[src/rtl/lfr_pkg.sv]
// ----------------------------------------------------------------------------
// lfr_pkg
// Types and constants shared by the LCD frame buffer refresh block.
// ----------------------------------------------------------------------------
package lfr_pkg;

  localparam int unsigned COLUMNS = 128;
  localparam int unsigned PAGES   = 4;

  localparam int unsigned COL_W   = $clog2(COLUMNS);
  localparam int unsigned PAGE_W  = (PAGES > 1) ? $clog2(PAGES) : 1;
  localparam int unsigned ADDR_W  = PAGE_W + COL_W;
  localparam int unsigned DEPTH   = 2 ** ADDR_W;
  // offset inside one page span: three command bytes then the column bytes
  localparam int unsigned SPAN    = COLUMNS + 3;
  localparam int unsigned OFF_W   = $clog2(SPAN);

  // panel command bytes
  localparam logic [7:0] CMD_DISPLAY_OFF = 8'hAE;
  localparam logic [7:0] CMD_START_LINE  = 8'h40;
  localparam logic [7:0] CMD_PAGE_BASE   = 8'hB0;
  localparam logic [7:0] CMD_COL_HIGH    = 8'h10;
  localparam logic [7:0] CMD_COL_LOW     = 8'h00;
  localparam logic [7:0] CMD_DISPLAY_ON  = 8'hAF;

  typedef enum logic [1:0] {
    OP_SET     = 2'd0,
    OP_CLEAR   = 2'd1,
    OP_REFRESH = 2'd2,
    OP_BLANK   = 2'd3
  } lfr_op_e;

  // what the second step of an item does
  typedef enum logic [1:0] {
    KIND_SET,
    KIND_CLEAR,
    KIND_MEM_BYTE,
    KIND_CONST_BYTE
  } lfr_kind_e;

  // position inside the panel update sequence
  typedef enum logic [1:0] {
    SEQ_OFF,
    SEQ_START,
    SEQ_PAGE,
    SEQ_ON
  } lfr_seq_e;

  typedef struct packed {
    logic              en;
    logic [ADDR_W-1:0] addr;
    logic [7:0]        data;
  } lfr_wr_t;

endpackage

[src/rtl/lfr_store.sv]
// ----------------------------------------------------------------------------
// lfr_store
// Frame store: one write port and one read port with registered read data.
// ----------------------------------------------------------------------------
module lfr_store (
  input  logic                   clk_i,
  input  logic                   rd_en_i,
  input  logic [lfr_pkg::ADDR_W-1:0] rd_addr_i,
  output logic [7:0]             rd_data_o,
  input  lfr_pkg::lfr_wr_t       wr_i
);
  import lfr_pkg::*;

  logic [7:0] mem [DEPTH];
  logic [7:0] rd_data_q;

  always_ff @(posedge clk_i) begin
    if (wr_i.en) begin
      mem[wr_i.addr] <= wr_i.data;
    end
  end

  always_ff @(posedge clk_i) begin
    if (rd_en_i) begin
      rd_data_q <= mem[rd_addr_i];
    end
  end

  assign rd_data_o = rd_data_q;

endmodule

[config.mk]
export PLATFORM = sky130hd
export DESIGN_NAME = lfr_store
export DESIGN_NICKNAME = d
export VERILOG_FILES = /design/src/rtl/lfr_pkg.sv /design/src/rtl/lfr_store.sv
export SDC_FILE = /design/constraint.sdc
export NUM_CORES = 2
export LEC_CHECK = 0
export BUFFER_PORTS_ARGS = -buffer_cell sky130_fd_sc_hd__buf_2
export CORE_MARGIN = 3
export CORE_UTILIZATION = 41
export CTS_BUF_LIST = sky130_fd_sc_hd__clkbuf_4 sky130_fd_sc_hd__clkbuf_8 sky130_fd_sc_hd__clkbuf_16
export CTS_CLUSTER_DIAMETER = 40
export CTS_CLUSTER_SIZE = 8
export DETAILED_ROUTE_END_ITERATION = 8
export GPL_TIMING_DRIVEN = 0
export SLEW_MARGIN = 20
export SYNTH_ARGS = -nofsm -noshare
export SYNTH_HDL_FRONTEND = slang
export SYNTH_SLANG_ARGS = --single-unit
[constraint.sdc]
create_clock -name clk_i -period 4.2 [get_ports clk_i]
set_input_delay 0.63 -clock clk_i [delete_from_list [all_inputs] [get_ports clk_i]]
set_output_delay 0.63 -clock clk_i [all_outputs]
set_load 0.01 [all_outputs]
==> metrics.txt <==
CTS Root Cell clkbuf_16; layout cells sized above 1 0.222; # setup viols final 8; Internal 0.0749 W; max-slew violations 0; Synth Warn # 0; Final Cycle Share 1.08; final hold violations 0; maximum number of pins on one net before global-route repair 137; vias in the first global route 89,200; met2 WL 263,000 um; Layout Cells excl Fill 14,300; combinational power share 0.059; failing checks negative setup slack; most common cell after layout, fill and taps aside edfxtp_1; post-place setup slack -1530 ps; CP Launch Type input port; beginning of the worst hold path wr_i[4]; cts bufs inserted 627; M1 WL 215,000 um; Mapped Nets 8,059; Area growth, synth to finish 17.7%; HP Class in2reg; WS Path Type in2reg; hold-critical path depth 1; post-synthesis cell type count 50; Post-route DRC 0; RR Startpoint mem[58][3]; drt first pass iters 7; antenna violation net count after detailed routing 0; Seq pwr share 0.466; crit-path max FO 10; Total Routed Length 615,000 um; FF-to-FF End rd_data_o[3]; H-tree Lvls 6; headroom to the max-slew limit 0.0541; dpl cells 13,400; Synth area leaders edfxtp_1, mux4_2, mux2i_1; Synth top area share 0.770; post-CTS setup buffer count 0; clock latency at the later pin of the worst-skew pair 1050 ps; sequential area share after synthesis 0.770; 1st-iter DRT viols 16,400; Max Clock Skew 50.9 ps; Reg2Reg Setup Slack 380 ps; initial antenna violation count 73; initial core utilization 0.413; hpwl dp 438,000 um; Max-cap violations 0; max layer used met5; GP Congestion 1.04; post-layout util 0.486; most frequent cells in the layout edfxtp_1, mux2i_1, mux4_2, clkbuf_16, nor2_1; mapped cell area 160,000 um^2; syn avg cell area 19.9 um^2; Synth Register Bits 4,104; vias per cell 6.53; Fmax 221 MHz; largest area contributor in the netlist edfxtp_1; fin area 188,000 um^2; Max VDD drop 0.429 mV; min setup slack post-route -331 ps; Clk pin slew, worst setup/hold paths 50 ps; # rows 228; power share of the clock group 0.474; RSZ-0062 raised after global routing no; WP data required 5040 ps; pwr/cell area 515 nW/um^2; die width 631 um; clock tree buffer depth 4; Clock Sinks 4,104; WHS Endpoint mem[134][4]; Die Height 631 um; core outline area 387,000 um^2; Buffers on Ports 32; post-layout min period 4530 ps; measured slew at the worst slew-check pin 1420 ps; nets 8,854; crit path DAT 5380 ps; grt ovf 0; placed cell areas 170,000 um^2; Avg WL per Cell 43.0 um; Total Routing Usage GR 0.304; Post-Syn Instances 8,030; Pwr Total 0.0970 W; Die Area 398,000 um^2; met3 WL 84,700 um; CTS tree built; R2R depth 7; io pins 37; sw frac 0.228; first-pass GRT wire length 806,000 um; Net Sw Power 0.0221 W; leak pwr 60.6 nW; status finished with violations; element type at the critical path end flop; via count 93,300
sequential cells by signal, summed over array words and instances, names as in the netlist:
register,flops
mem,4096
rd_data_o,8
metal layers:
metal  GRT usage  vias to the layer above
li1            -                    35100
met1       0.384                    48900
met2       0.436                     7632
met3       0.107                     1657
met4       0.214                       26
met5     0.00326                        -
what timing repair did:
action / CTS / global route
endpoints found under the hold margin: 126 / 0
pin swaps: 0 / 0
resized for setup: 5 / 8
hold buffers: 5 / 0
endpoints found under the setup margin: 6 / 5
logic make-up (layout without fill, tap and decap cells):
group / after synthesis / after routing / synth area share
buf+inv: 516 / 1533 / 0.0185
flops: 4104 / 4104 / 0.770
mux: 1451 / 1451 / 0.142
compound gates: 979 / 979 / 0.0431
simple gates: 980 / 980 / 0.0263
other cells: 0 / 64 / 0
critical path, stage by stage:
cell      delay, ps
clkbuf_1        430
and3b_1         380
clkbuf_1        460
nand2_1         600
clkbuf_1        900
a21oi_1         280
nor2_1          320
nand3_1         120
o21ai_1         760
o2111a_1        450
stage by stage:
| stage | setup TNS [ps] | hold WS, ps |
|---|---|---|
| after floorplan | 0 | 729 |
| after global routing | 0 | 74.8 |
| final | -2060 | 51.8 |
| after CTS | 0 | 28.4 |
| after detailed placement | -9840 | 924 |
| after global placement | - | 963 |
synthesized netlist by cell type (all sizes together):
cell type and n:
a211o 2, o211ai 2, clkbuf 265, or3 6
nand2b 4, o311ai 6, mux4 654, and2 20
a221oi 1, a2111oi 3, o22ai 163, mux2i 797
a22oi 61, o31ai 13, nor3 109, buf 248
o311a 1, o41ai 7, a31oi 2, nand3 36
and3 4, nand4 32, o2111a 8, or2 5
and3b 4, inv 3, a211oi 17, o22a 3
nor3b 8, nor2 597, nor4 36, nand2 111
nor2b 6, nor4b 1, nand3b 1, a22o 5
a21oi 194, o221ai 372, edfxtp 4104, o21ai 119
how the worst max path moves through the flow:
stage,startpoint,end
after floorplan,rd_addr_i[0],rd_data_o[0]
after global placement,wr_i[2],mem[464][2]
after detailed placement,rd_addr_i[2],rd_data_o[6]
after CTS,rd_addr_i[1],rd_data_o[1]
after global routing,rd_addr_i[3],rd_data_o[0]
final,rd_addr_i[3],rd_data_o[7]
cell type report:
cell class | count | area, um^2
Fill cell | 31400 | 199000
Sequential cell | 4104 | 123000
Multi-Input combinational cell | 3410 | 33900
Clock buffer | 694 | 16400
Tap cell | 5175 | 6470
Timing Repair Buffer | 167 | 3340
Buffer | 512 | 3180
Clock inverter | 157 | 1660
Antenna cell | 64 | 160
Inverter | 3 | 11.3
power groups by stage:
stage	Sequential, W	Clock [W]	Combinational, W
after floorplan	0.0460	0	0.00215
after detailed placement	0.0460	0	0.00549
after CTS	0.0453	0.0461	0.00550
after global placement	0.0464	0	0.00514
final	0.0452	0.0460	0.00573
after global routing	0.0452	0.0479	0.00565
Note: power is estimated with default switching activity, not from simulation.
